`config.mk`:
```
export PLATFORM = sky130hd
export DESIGN_NAME = q_subchannel_isrc_mcn_decoder
export DESIGN_NICKNAME = d
export VERILOG_FILES = /design/src/rtl/core/qsc_pkg.sv /design/src/rtl/core/q_subchannel_isrc_mcn_decoder.sv /design/src/rtl/core/qsc_front.sv /design/src/rtl/core/qsc_emit.sv
export SDC_FILE = /design/constraint.sdc
export NUM_CORES = 1
export LEC_CHECK = 0
export BUFFER_PORTS_ARGS = -buffer_cell sky130_fd_sc_hd__buf_4
export CAP_MARGIN = 20
export CORE_MARGIN = 8
export CORE_UTILIZATION = 58
export DETAILED_ROUTE_END_ITERATION = 10
export PLACE_DENSITY_LB_ADDON = 0.2
export REMOVE_ABC_BUFFERS = 1
export SYNTH_ARGS = -nofsm -noshare
export SYNTH_HDL_FRONTEND = slang
export SYNTH_SLANG_ARGS = --single-unit
```
`constraint.sdc`:
```
create_clock -name clk -period 16.05 [get_ports clk]
set_clock_uncertainty 0.1 [all_clocks]
set_input_delay 0.8025 -clock clk [delete_from_list [all_inputs] [get_ports clk]]
set_output_delay 0.8025 -clock clk [all_outputs]
set_load 0.01 [all_outputs]
```
`src/rtl/core/qsc_pkg.sv`:
```
// Shared types, constants and functions for the Q-subchannel ISRC/MCN decoder.
package qsc_pkg;

  localparam logic [15:0] CRC_POLY   = 16'h1021;
  localparam logic [3:0]  LAST_POS   = 4'd11;
  localparam logic [3:0]  CRC_HI_POS = 4'd10;
  localparam logic [3:0]  CRC_END    = 4'd9;
  localparam logic [3:0]  ADR_ISRC   = 4'h3;
  localparam logic [3:0]  ADR_MCN    = 4'h2;
  localparam logic [3:0]  ISRC_LAST  = 4'd12;
  localparam logic [3:0]  MCN_LAST   = 4'd13;
  localparam logic [3:0]  ISRC_NCODE = 4'd5;
  localparam logic [6:0]  ASCII_0    = 7'd48;
  localparam logic [6:0]  ASCII_A    = 7'd65;
  localparam logic [5:0]  CODE_DMAX  = 6'd9;
  localparam logic [5:0]  CODE_AMIN  = 6'd17;
  localparam logic [5:0]  CODE_AMAX  = 6'd42;

  typedef enum logic [1:0] {
    KIND_STATUS = 2'd0,
    KIND_ISRC   = 2'd1,
    KIND_MCN    = 2'd2
  } kind_t;

  // One finished frame handed from the byte front end to the emitter.
  typedef struct packed {
    logic        ok;
    logic [3:0]  adr;
    logic [63:0] payload;  // frame byte 1 in [63:56] ... byte 8 in [7:0]
  } frame_t;

  function automatic logic [15:0] crc_byte(input logic [15:0] crc, input logic [7:0] b);
    logic [15:0] r;
    r = crc ^ {b, 8'h00};
    for (int i = 0; i < 8; i++) begin
      r = r[15] ? ({r[14:0], 1'b0} ^ CRC_POLY) : {r[14:0], 1'b0};
    end
    return r;
  endfunction

  function automatic logic [6:0] code_to_ascii(input logic [5:0] c);
    logic [6:0] a;
    a = 7'd0;
    if (c <= CODE_DMAX) begin
      a = ASCII_0 + {1'b0, c};
    end else if (c >= CODE_AMIN && c <= CODE_AMAX) begin
      a = ASCII_A + {1'b0, c - CODE_AMIN};
    end
    return a;
  endfunction

endpackage

```
`src/rtl/core/q_subchannel_isrc_mcn_decoder.sv`:
```
// Top level of the CD Q-subchannel CRC check and ISRC/MCN decoder.
//
//  channel  | dir | tdata (low bit up)                                  | tuser       | tlast
//  ---------+-----+-----------------------------------------------------+-------------+------------
//  in_      | in  | q_byte[7:0]                                         | frame_start | -
//  out_     | out | crc_ok, adr[3:0], index_value[7:0], char_code[6:0], | kind[1:0]   | last
//           |     | char_pos[3:0], all_zero, zero fill to 32 bits       |             |
//
// One byte request per cycle; the running CRC is updated in the accept cycle.
// The closing byte of a frame yields 1, 13 or 14 results, one per cycle unless out_tready
// stalls, from the output register; the next frame's bytes keep flowing meanwhile, and only
// its closing byte waits while the previous frame is still parked for the sequencer.
// Synchronous active-low reset clears counters, CRC and all valid flags.
module q_subchannel_isrc_mcn_decoder (
  input  logic        clk,
  input  logic        rst_n,
  input  logic        in_tvalid,
  output logic        in_tready,
  input  logic [7:0]  in_tdata,   // q_byte
  input  logic        in_tuser,   // frame_start
  output logic        out_tvalid,
  input  logic        out_tready,
  output logic [31:0] out_tdata,  // crc_ok, adr, index_value, char_code, char_pos, all_zero
  output logic [1:0]  out_tuser,  // kind
  output logic        out_tlast
);
  import qsc_pkg::*;

  logic   frame_vld;
  logic   frame_take;
  frame_t frame;

  qsc_front u_front (
    .clk        (clk),
    .rst_n      (rst_n),
    .in_tvalid  (in_tvalid),
    .in_tready  (in_tready),
    .in_tdata   (in_tdata),
    .in_tuser   (in_tuser),
    .frame_vld  (frame_vld),
    .frame      (frame),
    .frame_take (frame_take)
  );

  qsc_emit u_emit (
    .clk        (clk),
    .rst_n      (rst_n),
    .frame_vld  (frame_vld),
    .frame      (frame),
    .frame_take (frame_take),
    .out_tvalid (out_tvalid),
    .out_tready (out_tready),
    .out_tdata  (out_tdata),
    .out_tuser  (out_tuser),
    .out_tlast  (out_tlast)
  );

endmodule

```
`src/rtl/core/qsc_front.sv`:
```
// Byte front end: frame position, running CRC, payload capture and frame check.
module qsc_front (
  input  logic          clk,
  input  logic          rst_n,
  input  logic          in_tvalid,
  output logic          in_tready,
  input  logic [7:0]    in_tdata,
  input  logic          in_tuser,
  output logic          frame_vld,
  output qsc_pkg::frame_t frame,
  input  logic          frame_take
);
  import qsc_pkg::*;

  logic [3:0]  cnt_r, cnt_nxt;
  logic [15:0] crc_r, crc_nxt;
  logic [3:0]  mode_r, mode_nxt;
  logic [7:0]  rcrc_hi_r, rcrc_hi_nxt;
  logic [7:0]  payload_r [8];
  logic        frame_vld_r, frame_vld_nxt;
  frame_t      frame_r, frame_nxt;

  logic [3:0]  pos;
  logic [15:0] rcrc;
  logic [63:0] pv;
  logic        acc;
  logic [3:0]  wr_idx;

  // Only a byte at the closing count (even one with frame_start) needs the frame slot to be free.
  assign in_tready = !frame_vld_r || (cnt_r != LAST_POS);
  assign acc       = in_tvalid && in_tready;
  assign frame_vld = frame_vld_r;
  assign frame     = frame_r;

  always_comb begin
    pos = in_tuser ? 4'd0 : ((cnt_r > LAST_POS) ? 4'd0 : cnt_r);
  end

  assign wr_idx = pos - 4'd1;
  assign rcrc   = {rcrc_hi_r, in_tdata};

  always_comb begin
    for (int i = 0; i < 8; i++) begin
      pv[63 - 8*i -: 8] = payload_r[i];
    end
  end

  always_comb begin
    cnt_nxt       = cnt_r;
    crc_nxt       = crc_r;
    mode_nxt      = mode_r;
    rcrc_hi_nxt   = rcrc_hi_r;
    frame_vld_nxt = frame_vld_r && !frame_take;
    frame_nxt     = frame_r;
    if (acc) begin
      cnt_nxt = (pos == LAST_POS) ? 4'd0 : pos + 4'd1;
      if (pos <= CRC_END) begin
        crc_nxt = crc_byte((pos == 4'd0) ? 16'h0000 : crc_r, in_tdata);
        if (pos == 4'd0) begin
          mode_nxt = in_tdata[3:0];
        end
      end else if (pos == CRC_HI_POS) begin
        rcrc_hi_nxt = in_tdata;
      end else begin
        frame_vld_nxt     = 1'b1;
        frame_nxt.ok      = (rcrc != 16'h0000) && (rcrc == ~crc_r);
        frame_nxt.adr     = mode_r;
        frame_nxt.payload = pv;
      end
    end
  end

  always_ff @(posedge clk) begin
    if (!rst_n) begin
      cnt_r       <= 4'd0;
      crc_r       <= 16'h0000;
      mode_r      <= 4'd0;
      rcrc_hi_r   <= 8'h00;
      frame_vld_r <= 1'b0;
    end else begin
      cnt_r       <= cnt_nxt;
      crc_r       <= crc_nxt;
      mode_r      <= mode_nxt;
      rcrc_hi_r   <= rcrc_hi_nxt;
      frame_vld_r <= frame_vld_nxt;
    end
  end

  always_ff @(posedge clk) begin
    frame_r <= frame_nxt;
    if (acc && pos >= 4'd1 && pos <= 4'd8) begin
      payload_r[wr_idx[2:0]] <= in_tdata;
    end
  end

endmodule

```
`src/rtl/core/qsc_emit.sv`:
```
// Result sequencer: status plus ISRC or MCN characters, one per cycle when not stalled, into the output register.
module qsc_emit (
  input  logic          clk,
  input  logic          rst_n,
  input  logic          frame_vld,
  input  qsc_pkg::frame_t frame,
  output logic          frame_take,
  output logic          out_tvalid,
  input  logic          out_tready,
  output logic [31:0]   out_tdata,
  output logic [1:0]    out_tuser,
  output logic          out_tlast
);
  import qsc_pkg::*;

  logic        busy_r, busy_nxt;
  logic [3:0]  idx_r, idx_nxt;
  logic [3:0]  last_r, last_nxt;
  logic        zero_r, zero_nxt;
  frame_t      frm_r;
  logic        ovld_r, ovld_nxt;
  logic [24:0] odata_r;
  kind_t       okind_r;
  logic        olast_r;

  logic        adv;
  logic        is_last;
  logic        is_isrc;
  logic [3:0]  ci;
  logic [6:0]  sh6, shn;
  logic [5:0]  code6;
  logic [3:0]  nib;
  logic [6:0]  ch;
  logic        ch_zero;
  kind_t       kind;
  logic [24:0] data;

  assign frame_take = !busy_r && frame_vld;
  assign adv        = busy_r && (!ovld_r || out_tready);
  assign is_last    = (idx_r == last_r);
  assign is_isrc    = (frm_r.adr == ADR_ISRC);
  assign ci         = idx_r - 4'd1;

  // Bit offsets into the payload word: 6-bit ISRC codes, then 4-bit digits.
  always_comb begin
    sh6   = 7'd58 - ({3'd0, ci} << 2) - ({3'd0, ci} << 1);
    shn   = (is_isrc ? 7'd48 : 7'd60) - ({3'd0, ci} << 2);
    code6 = 6'(frm_r.payload >> sh6);
    nib   = 4'(frm_r.payload >> shn);
    if (is_isrc && ci < ISRC_NCODE) begin
      ch = code_to_ascii(code6);
    end else begin
      ch = ASCII_0 + {3'd0, nib};
    end
    ch_zero = (ch == ASCII_0);
  end

  always_comb begin
    if (idx_r == 4'd0) begin
      kind = KIND_STATUS;
      data = {1'b0, 4'd0, 7'd0, frm_r.payload[55:48], frm_r.adr, frm_r.ok};
    end else begin
      kind = is_isrc ? KIND_ISRC : KIND_MCN;
      data = {is_last && zero_r && ch_zero, ci, ch, frm_r.payload[55:48], frm_r.adr, 1'b1};
    end
  end

  always_comb begin
    busy_nxt = busy_r;
    idx_nxt  = idx_r;
    last_nxt = last_r;
    zero_nxt = zero_r;
    ovld_nxt = out_tready ? 1'b0 : ovld_r;
    if (frame_take) begin
      busy_nxt = 1'b1;
      idx_nxt  = 4'd0;
      zero_nxt = 1'b1;
      if (frame.ok && frame.adr == ADR_ISRC) begin
        last_nxt = ISRC_LAST;
      end else if (frame.ok && frame.adr == ADR_MCN) begin
        last_nxt = MCN_LAST;
      end else begin
        last_nxt = 4'd0;
      end
    end else if (adv) begin
      ovld_nxt = 1'b1;
      idx_nxt  = idx_r + 4'd1;
      if (idx_r != 4'd0 && !ch_zero) begin
        zero_nxt = 1'b0;
      end
      if (is_last) begin
        busy_nxt = 1'b0;
      end
    end
  end

  always_ff @(posedge clk) begin
    if (!rst_n) begin
      busy_r <= 1'b0;
      idx_r  <= 4'd0;
      last_r <= 4'd0;
      zero_r <= 1'b1;
      ovld_r <= 1'b0;
    end else begin
      busy_r <= busy_nxt;
      idx_r  <= idx_nxt;
      last_r <= last_nxt;
      zero_r <= zero_nxt;
      ovld_r <= ovld_nxt;
    end
  end

  always_ff @(posedge clk) begin
    if (frame_take) begin
      frm_r <= frame;
    end
    if (adv) begin
      odata_r <= data;
      okind_r <= kind;
      olast_r <= is_last;
    end
  end

  assign out_tvalid = ovld_r;
  assign out_tdata  = {7'd0, odata_r};
  assign out_tuser  = okind_r;
  assign out_tlast  = olast_r;

endmodule

```
After elaboration in Yosys (flattened, before gate mapping)
Memories as Yosys holds them, arrays and structs flattened. A register that Yosys moved wholly into a read port is not among the register bits.
Index checks and enable logic that the tools add are counted.

word-level totals
  bits in registers = 146
  RAM bits = 64
  bits of input ports = 13
  word-level logic and storage cells = 128
  memories = 1

memory list
  name               words  width  rd ports  clocked after memory_dff  wr ports  line             source
  u_front.payload_r  8      8      8         8                         1         qsc_front.sv:19  logic [7:0] payload_r [8];

cells by class
  $add $sub $neg = 11
  $lt $le $gt $ge = 8
  eq/ne operators = 9
  shift operators = 2
  mux-type cells = 30
  bitwise gates (word level) = 13
  reductions and logical operators = 34

operators by type and width
  kind                 count
  $mux 13              8
  $shr 64x7->4         1
  $shr 64x7->6         1
  $mux 4               6
  $not 3->3            8
  $mux 7               3
  $eq 16x16->1         1
  $mux 16              1
  $not 16->16          1
  $reduce_bool 16->1   1
  $xor 16x16->16       1
  $logic_and 1x1->1    14
  $eq 4x2->1 const B   3
  $mux 1               11
  $reduce_and 3->1     3
  $add 4x1->4 const B  2
  $eq 4x4->1 const B   2
  $le 4x4->1 const B   2
  $logic_not 4->1      2
  $add 6x4->7 const A  1
  $add 6x6->7 const A  1
  $add 7x6->7 const A  1
  $eq 7x6->1 const B   1
  $sub 6x6->7 const A  1
  other kinds (21)     31

Longest topological paths before layout
Gate-level depths: netlist of the first run.

  word-level depth = 22
  mapped depth = 26

Hierarchy
Synthesis of the first run repeated with hierarchy kept, for this count alone.

unflattened totals
  cell total of the unflattened synthesis = 974
  area total of the unflattened synthesis = 13155.1 sq um

by module, submodules not included
  module     instances  cells each  area an instance (sq um)
  qsc_emit   1          573         6955.4
  qsc_front  1          401         6199.7

Least setup slack after synthesis of the first run
No wires, ideal clock.

  kind = flip-flop to flip-flop
  from = reg u_emit.idx_r[0]
  to = reg u_emit.odata_r[24] (data pin)
  library setup time = 170 ps
  arrival time = 5741 ps
  data required time = 15780 ps
  slack = 10039 ps
  stages on the path, launching flop included = 24
  buffers on the path = 2
  clock period less this slack = 6011 ps
  path through = dfxtp_1 buf_2 inv_1 buf_1 ha_1 xnor2_4 inv_1 ha_1 inv_1 ha_1 nor3b_1 a2bb2oi_2 a31o_1 nand2_1 nand2_1 o41ai_1 inv_1 ha_1 o21a_1 a311o_1 and2_4 o221a_1 nand4b_1 nor4_2

between the ends
  word-level cells in the longest chain between the ends = 11
  elaborated cells on any way between the ends = 24

RTL lines
  element                                           line                          source
  from (decl)                                       qsc_emit.sv:17                logic [3:0] idx_r, idx_nxt;
  from (signal assigned)                            qsc_emit.sv:106               idx_r <= idx_nxt;
  $sub 4x1->4 *                                     qsc_emit.sv:42                assign ci = idx_r - 4'd1;
  named net u_emit.ci[0]                            qsc_emit.sv:29                logic [3:0] ci;
  $sub 6x6->7                                       qsc_emit.sv:46                sh6 = 7'd58 - ({3'd0, ci} << 2) - ({3'd0, ci} << 1);
  $sub 7x5->7                                       qsc_emit.sv:46
  $shr 64x7->6                                      qsc_emit.sv:48                code6 = 6'(frm_r.payload >> sh6);
  $sub 6x5->6 (tied with other cells)               qsc_pkg.sv:47                 a = ASCII_A + {1'b0, c - CODE_AMIN};
  $add 7x6->7 or $logic_and 1x1->1 (tied branches)  qsc_pkg.sv:47, qsc_pkg.sv:46
  $mux 7                                            qsc_pkg.sv:46                 end else if (c >= CODE_AMIN && c <= CODE_AMAX) begin
  $mux 7                                            qsc_pkg.sv:44                 if (c <= CODE_DMAX) begin
  $mux 7 *                                          qsc_emit.sv:50                if (is_isrc && ci < ISRC_NCODE) begin
  $eq 7x6->1 *                                      qsc_emit.sv:55                ch_zero = (ch == ASCII_0);
  $logic_and 1x1->1 *                               qsc_emit.sv:64                data = {is_last && zero_r && ch_zero, ci, ch, frm_r.payload[55:48], frm_r.adr, 1'b1};
  to (signal assigned)                              qsc_emit.sv:118               odata_r <= data;
  to (decl)                                         qsc_emit.sv:22                logic [24:0] odata_r;

The timed path passes the listed nets; every way through them passes the cells marked *.
A chain may end at the register's enable or synchronous reset.

Final worst setup path of the first run
Ends and elaborated chain as after synthesis.

==> results of run 1 <==
worst max-delay path by stage:
stage	slack, ps	end	start	cells past startpoint
floorplan	7440	u_emit.odata_r[24]	u_emit.idx_r[0]	20
global placement	9800	u_emit.odata_r[24]	u_emit.idx_r[0]	20
detailed placement	9520	u_emit.odata_r[24]	u_emit.idx_r[0]	20
CTS	9510	u_emit.odata_r[24]	u_emit.idx_r[0]	20
global route	9000	u_emit.odata_r[24]	u_emit.idx_r[0]	21
finish	9400	u_emit.odata_r[24]	u_emit.idx_r[0]	20
metrics by stage:
step / utilization / hold WS (ps) / cells
floorplan: - / 300.3 / 929
global placement: 0.6165 / 300.4 / 1260
detailed placement: 0.6168 / 304.5 / 1261
CTS: 0.6548 / 312.4 / 1309
global route: 0.6566 / 316.6 / 1311
finish: 0.6566 / 311.0 / 1311
kinds of logic after synthesis:
kind of cell / count (synthesis) / share of synthesized area
DFF: 272 / 0.5969
muxes: 87 / 0.1050
other: 1 / 0.0002889
buffers and inverters: 85 / 0.02882
adders and majority gates: 27 / 0.02661
xor gates and xnor gates: 59 / 0.04184
and+or+nand+nor: 274 / 0.1049
AOI/OAI and AO/OA: 171 / 0.09563
final cells by class:
cell class              count  area [um^2]  share of cell area
flip-flops and latches    272         7749              0.5391
multi-input cells         625         4893              0.3404
clock buffers              33        728.2             0.05066
repair buffers             54        429.2             0.02986
well taps                 280        350.3             0.02437
inverters                  32        120.1            0.008357
clock inverters            15        103.9            0.007225
power groups by stage:
stage	combinational, uW	clock, uW	sequential [uW]
2_1_floorplan	29.3	0	784
3_3_place_gp	44.9	0	785
3_5_place_dp	45.4	0	785
4_1_cts	45.7	595	770
5_1_grt	51.2	623	770
6_report	46.0	584	770
Yosys cell counts, types with 11 or more instances:
cell	instances
nor3_1	14
nand3_1	15
mux4_2	37
mux2_2	13
inv_1	31
a21oi_1	29
buf_2	17
xor2_1	18
xnor2_1	39
o21ai_0	30
nor2_1	46
nor4_1	13
dfxtp_1	42
nand2_1	97
clkbuf_1	25
edfxtp_1	230
and2_1	13
ha_1	26
nand2b_1	21
o22ai_1	11
nor2b_1	25
mux2i_1	36
sequential cells by signal, indices dropped and copies added, names as in the netlist, 4 cells and up:
signal,cells
u_front.cnt_r,4
u_front.frame,69
u_emit.idx_r,4
u_front.rcrc_hi_r,8
u_emit.frm_r,69
u_front.mode_r,4
u_emit.odata_r,25
u_front.payload_r,64
u_front.crc_r,16
metal layers:
metal  global-route usage  wire [um]  vias up
li1                     -          -     3758
met1               0.2910      12440     3985
met2               0.3405      13490      326
met3              0.03322       2098       58
met4              0.07468        880        0
met5                    0          0        -
critical path, cell delays in order (launching register included):
cell	delay [ps]
dfxtp_2	320
inv_1	470
ha_2	410
xnor2_4	220
inv_1	170
ha_1	310
inv_1	40
ha_1	510
nand2b_1	310
o211ai_2	620
or4_1	210
a32oi_1	110
o41ai_1	750
inv_1	250
ha_1	290
o21a_1	100
a311o_1	380
and2_4	200
o221a_1	220
nand4b_1	200
nor4_2	270
==> out/results.ini, run 1 <==
[timing]
finalHoldViolCount=0
min_period_over_period=0.4141
finalSetupViolations=0
slew_headroom=0.3510
fmax_ghz=0.1505
grt_setup_unrepaired=false
worst_pin_slew_ps=973.4
finalCriticalPeriod_ps=6647
tns_ps=0
maxSlewViolCount=0
layout_setup_ws_ps=9403

[floorplan]
die_w_um=165.6
rows=54
start_util=0.5929
die_h_um=165.6
core_area_um2=21890
die_area_um2=27420
ios=50

[clock_network]
cts_resized=0
numCtsBuffers=27
insertion_delay_ps=530
clockBufferDepth=3
clkSinkCount=272
ctsHoldBuffers=0
cts_tree=built
clkTransAtPathRegs_ps=60
postCtsSetupBuffers=0
cts_htree_levels=1
cts-root-buf=clkbuf_16

[power_and_ir_drop]
power_uw=1401
switching_share=0.2086
switching_power_uw=292.1
p_int_uw=1108
p_comb_frac=0.033
share_clk_of_total_power=0.417
power_leakage_uw=0.004951
pwr_density_cell_nw_per_um2=97.43
vdd_ir_drop_max_mv=0.07829
power_frac_seq=0.550

[routing]
wire_per_inst_um=22.05
drt-vias-per-instance=6.199
drt_iter0_drc=663
drtPass1Iterations=10
drc=0
routed_wl_um=28900
antenna_left=0
vias=8127

[worst_setup_path]
reg2reg_to=u_emit.odata_r[24]
r2r_cells=20
end_kind=flop
critPathArrivalTime_ps=6900
r2r-start=u_emit.idx_r[0]
critical_path_required_ps=16300
cp_max_fo=18
critPathLaunchType=flop
rrSetupSlack_ps=9400
critPathKind=reg -> reg

[placement]
hpwlAfterDp_um=20170
globalplace.congestion=0.9184
place_area_um2=13500
place_ws_ps=9523
portBuffers=42

[logic_synthesis]
synth_seq_area_share=0.5969
synthArstFlopShare=0
post-synth-top-area-cell=edfxtp_1
synthTopCellsByArea=edfxtp_1 53%, dfxtp_1 6.5%, mux4_2 6.4%
synth_edf_count=230
synth.cell_area_um2=12980
netlist.area_leader.share=0.5322
synthDistinctLibCells=83
ys_ff_latch=272
ys_warn_count=0
dominantRegCellSynth=edfxtp_1
syn_avg_cell_area_um2=13.30
syn-instance-count=976

[grt]
grt-ovfl-total=0
antenna_found_initial=0
grt_pass1_vias=7853
grt_max_degree=80
grt_pass1_wl_um=44960
track_usage=0.2125

[min_path]
min_from=u_front.payload_r[5][1]
holdPathStages=0
hp-class=reg -> reg
hold_end=u_front.frame[17]

[run_status]
outcome=finished clean

[finish]
drive_gt1_frac=0.1629
finish.instance_area_um2=14370
syn_to_final_growth_pct=10.75
fillCellCount=1646
layout_common_cells=230 x edfxtp_1, 97 x nand2_1, 52 x buf_4
mostFrequentLayoutCell=edfxtp_1
diodes=0
nNetsFinal=1052

[flow_run]
drv_cap=0

No activity file was read; power rests on OpenSTA's default activity.
==> inputs of run 2 (changes only) <==
CORE_UTILIZATION = 56   (was 58)
clock period = 5.6 ns   (was 16.05 ns; I/O delays follow)
==> run 2 against run 1 <==
- power rose to 3.0 times the previous value
- critical path type unchanged
- combinational power increased to 2.9 times the previous value
- global-route usage fell by 1.2 points
- via count grew 0.48%
- critical path depth up 1
- first-iteration DRC count grew 24%
- utilization shrank 0.81 points
- final cell count is 2.6% higher
- die area is 3.2% higher
- non-clock buffer count up 27
- sequential share of layout area is 1.3 points lower
- routed wire length up 0.28%
==> out/results.ini, run 2 (synthesized netlist as in run 1, its figures left out) <==
[run_status]
outcome=finished clean

[clock_network]
clkSinkCount=272
cts_tree=built
numCtsBuffers=27
cts_htree_levels=1
clockBufferDepth=3
insertion_delay_ps=550
cts-root-buf=clkbuf_16
clkTransAtPathRegs_ps=60

[worst_setup_path]
r2r-start=u_emit.idx_r[1]
critical_path.most_common_cell=inv_1
critPathLaunchType=flop
end_kind=flop
cp-startpoint=u_emit.idx_r[1]
cp_cell_sequence=inv_1, ha_2, xnor2_4, inv_1, ha_1, inv_1, ha_2, nand3_1, a31o_1, and2_0, a2111o_1, o211ai_4, inv_1, ha_1, inv_1, a2111oi_1, o21ai_1, and2_4, nand2_1, o311ai_1, nor4_2
critPathKind=reg -> reg
critPathArrivalTime_ps=5510
critical_path_required_ps=5770
max_stage_delay_ps=480
cp_slowest_cell=a2111o_1
cp_max_fo=11

[power_and_ir_drop]
power_leakage_uw=0.005139
share_clk_of_total_power=0.442
switching_power_uw=847.7
pwr_density_cell_nw_per_um2=284.9
switching_share=0.2020
power_frac_seq=0.526
p_comb_frac=0.032
power_uw=4196
p_int_uw=3349
vdd_ir_drop_max_mv=0.2943

[floorplan]
die_area_um2=28300
die_h_um=168.2
die_w_um=168.2
start_util=0.5715
ios=50
core_area_um2=22710
rows=55

[routing]
antenna_left=0
top_layer_used=met4
drtPass1Iterations=7
drt_iter0_drc=825
drt-vias-per-instance=6.071
vias=8166
wl_met1_um=12810
routed_wl_um=28980
drc=0
wl_met3_um=2121
wire_per_inst_um=21.55
dr_wl_met2_um=13300

[timing]
maxSlewViolCount=0
slew_headroom=0.2871
finalSetupViolations=0
fmax_ghz=0.1874
finalHoldViolCount=0
min_period_over_period=0.9528
worst_pin_slew_ps=1065
finalCriticalPeriod_ps=5336
hold_ws_ps=13.60

[finish]
nNetsFinal=1079
diodes=0
syn_to_final_growth_pct=13.48
drive_gt1_frac=0.1896
fillCellCount=1732
layout_common_cells=230 x edfxtp_1, 97 x nand2_1, 73 x buf_4
mostFrequentLayoutCell=edfxtp_1

[flow_run]
drv_cap=0

[grt]
track_usage=0.2002
grt-ovfl-total=0
grt_pass1_wl_um=44720
grt_pass1_vias=7902
antenna_found_initial=0
grt_max_degree=80

[min_path]
hp-class=in -> reg
min_from=out_tready

[placement]
portBuffers=42
hpwlAfterDp_um=19810
globalplace.congestion=0.9709

==> run 2: cell types whose count changed in the layout (fill, tap and decap cells not counted), sizes merged <==
cell	delta
buf	+22
bufinv	+4
clkbuf	-1
clkinv	+1
clkinvlp	-1
dlygate4sd3	+5
inv	-1
==> run 2: worst max-delay path: cells and delay by family (launching register included) <==
| kind | cells | cell delay [ps] |
|---|---|---|
| XOR/XNOR | 1 | 130 |
| flip-flops | 1 | 340 |
| buffers and inverters | 5 | 420 |
| AO/OA/AOI/OAI | 6 | 1930 |
| AND/OR/NAND/NOR | 5 | 950 |
| adder cells (fa/ha/maj) | 4 | 1180 |
==> run 2: final cells by class <==
| class | instances | area (um^2) | share of cell area |
|---|---|---|---|
| flip-flops and latches | 272 | 7750 | 0.5262 |
| multi-input cells | 625 | 4933 | 0.3350 |
| clock buffers | 32 | 714.4 | 0.04851 |
| repair buffers | 81 | 641.9 | 0.04358 |
| well taps | 285 | 356.6 | 0.02421 |
| clock inverters | 18 | 211.5 | 0.01436 |
| inverters | 32 | 120.1 | 0.008156 |
==> run 2: final timing paths <==
| check | to | depth (start not counted) | slack [ps] |
|---|---|---|---|
| setup / recovery | u_emit.odata_r[24] | 21 | 260 |
| hold / removal | u_emit.out_tvalid | 3 | 10 |
| setup reg to reg | u_emit.odata_r[24] | 21 | 260 |
| hold reg to reg | u_front.frame[14] | 0 | 300 |
==> run 2: power by group through the flow <==
| stage | Combinational [uW] | Sequential, uW | Clock, uW |
|---|---|---|---|
| final | 133 | 2210 | 1860 |
| after global routing | 147 | 2210 | 1970 |
| after CTS | 133 | 2210 | 1890 |
| after detailed placement | 130 | 2250 | 0 |
| after global placement | 129 | 2250 | 0 |
| after floorplan | 83.9 | 2250 | 0 |
==> run 2: metrics by stage <==
step | setup TNS, ps | worst slack (ps) | instances | cell area, um^2 | utilization
after CTS | 0 | 6.816 | 1337 | 14600 | 0.6429
after global routing | -28.29 | -17.42 | 1345 | 14730 | 0.6485
after floorplan | -25300 | -3013 | 929 | 12750 | -
final | 0 | 264.1 | 1345 | 14730 | 0.6485
after global placement | 0 | 141.3 | 1281 | 13620 | 0.5997
after detailed placement | 0 | 46.13 | 1282 | 13620 | 0.5999
==> run 2: repair_timing <==
item	CTS	global route
buffers inserted	0	7
hold buffers	5	0
resized for setup	0	12
hold endpoints to repair	23	0
endpoints found under the setup margin	0	9
==> run 2: metal layers <==
| metal | up-vias | GRT usage |
|---|---|---|
| met1 | 3995 | 0.2737 |
| li1 | 3809 | - |
| met2 | 304 | 0.3122 |
| met3 | 58 | 0.04303 |
| met4 | 0 | 0.07104 |
| met5 | - | 0 |
==> inputs of run 3 (changes only) <==
RECOVER_POWER = 25   (was not set)
==> run 3 against run 2 <==
- hold slack about the same
- critical path depth unchanged
- critical path type unchanged
- final cell count unchanged
==> out/results.ini, run 3 (synthesized netlist as in run 1, its figures left out) <==
[run_status]
outcome=finished clean

[worst_setup_path]
max_stage_delay_ps=480
critPathLaunchType=flop
end_kind=flop
r2r-start=u_emit.idx_r[1]
critical_path_required_ps=5770
cp_cell_sequence=inv_1, ha_2, xnor2_4, inv_1, ha_1, inv_1, ha_2, nand3_1, a31o_1, and2_0, a2111o_1, o211ai_4, inv_1, ha_1, inv_1, a2111oi_1, o21ai_1, and2_4, nand2_1, o311ai_1, nor4_2
critical_path.most_common_cell=inv_1
cp.buffers_inverters=5
critPathKind=reg -> reg
cp_slowest_cell=a2111o_1
r2r_cells=21
critPathArrivalTime_ps=5510
reg2reg_to=u_emit.odata_r[24]
path_delay_family=compound AO/OA/AOI/OAI gates
cp_max_fo=11
rrSetupSlack_ps=260

[clock_network]
insertion_delay_ps=550
cts_tree=built
cts-root-buf=clkbuf_16
clkTransAtPathRegs_ps=70
clockBufferDepth=3
clkSinkCount=272
numCtsBuffers=27
cts_htree_levels=1

[timing]
worst_pin_slew_ps=1068
finalCriticalPeriod_ps=5344
finalSetupViolations=0
maxSlewViolCount=0
min_period_over_period=0.9542
finalHoldViolCount=0
fmax_ghz=0.1871
slew_headroom=0.2878

[routing]
drtPass1Iterations=7
drt_iter0_drc=900
antenna_left=0
drt-vias-per-instance=6.082
routed_wl_um=28940
vias=8180
wire_per_inst_um=21.52
drc=0

[min_path]
hp-class=in -> reg
holdPathStages=3
hold_end=u_emit.out_tvalid
min_from=out_tready

[finish]
drive_gt1_frac=0.1849
finish.instance_area_um2=14710
mostFrequentLayoutCell=edfxtp_1
fin_util=0.6477
diodes=0
layout_common_cells=230 x edfxtp_1, 97 x nand2_1, 68 x buf_4
nNetsFinal=1079
fillCellCount=1735
syn_to_final_growth_pct=13.33

[grt]
grt-ovfl-total=0
grt_max_degree=80
antenna_found_initial=0
grt_pass1_vias=7902
grt_pass1_wl_um=44720
track_usage=0.2002

[placement]
portBuffers=42
hpwlAfterDp_um=19810
globalplace.congestion=0.9709
place_area_um2=13620

[power_and_ir_drop]
power_leakage_uw=0.005121
vdd_ir_drop_max_mv=0.2944
pwr_density_cell_nw_per_um2=285.3

[floorplan]
die_h_um=168.2
die_area_um2=28300
start_util=0.5715
die_w_um=168.2
core_area_um2=22710
rows=55
ios=50

[flow_run]
drv_cap=0

==> run 3: cell count changes in the layout (fill, tap and decap cells not counted) <==
cell	change
clkbuf_1	+5
buf_4	-5
==> run 3: area by class of cell <==
type                       count  area, um^2  share of cell area
inverter                      32       120.1            0.008166
tap                          285       356.6             0.02424
sequential                   272        7750              0.5269
multi-input combinational    625        4933              0.3354
timing repair buffer          81       623.1             0.04236
clock inverter                18       211.5             0.01438
clock buffer                  32       714.4             0.04857
==> run 3: how the worst max path moves through the flow <==
stage                         endpoint       startpoint  slack [ps]  cells after the start
detailed placement  u_emit.odata_r[24]  u_emit.idx_r[1]          50                     22
finish              u_emit.odata_r[24]  u_emit.idx_r[1]         260                     21
global placement    u_emit.odata_r[24]  u_emit.idx_r[1]         140                     23
CTS                 u_emit.odata_r[24]  u_emit.idx_r[1]           7                     22
global route        u_emit.odata_r[24]  u_emit.idx_r[1]         -20                     21
floorplan           u_emit.odata_r[24]  u_emit.idx_r[0]       -3010                     20
==> run 3: worst min-delay path, cell delays in order <==
cell	delay (ps)
buf_4	80
nand2b_1	140
a21boi_0	110
==> run 3: what timing repair did <==
| item | in CTS | in global routing |
|---|---|---|
| endpoints found under the hold margin | 23 | 0 |
| setup endpoints to repair | 0 | 9 |
| gates resized for setup | 0 | 12 |
| hold buffers | 5 | 0 |
| setup buffers | 0 | 7 |
==> run 3: per-layer routing <==
layer | vias to the layer above | routed length, um | part of all wire | GRT usage
met5 | - | 0 | 0 | 0
met4 | 0 | 786 | 0.027 | 0.07104
met3 | 65 | 2113 | 0.073 | 0.04303
met2 | 308 | 13220 | 0.46 | 0.3122
met1 | 4007 | 12820 | 0.44 | 0.2737
li1 | 3800 | - | - | -
==> run 3: metrics by stage <==
stage	setup slack (ps)	total power (uW)	hold slack [ps]	cells	TNS (ps)
after floorplan	-3013	2331	278.9	929	-25300
after global placement	141.3	2379	300.2	1281	0
after detailed placement	46.13	2381	304.5	1282	0
after CTS	6.816	4230	1.193	1337	0
after global routing	-17.42	4320	25.68	1345	-28.29
final	256.4	4196	13.58	1345	0
==> run 3: where the power goes <==
group / internal (uW) / total (uW) / switching, uW / leakage, uW
clock network: 1100 / 1860 / 755 / 0.000452
registers: 2190 / 2210 / 15.0 / 0.00241
logic: 53.0 / 132 / 78.7 / 0.00226
total: 3350 / 4200 / 849 / 0.00512
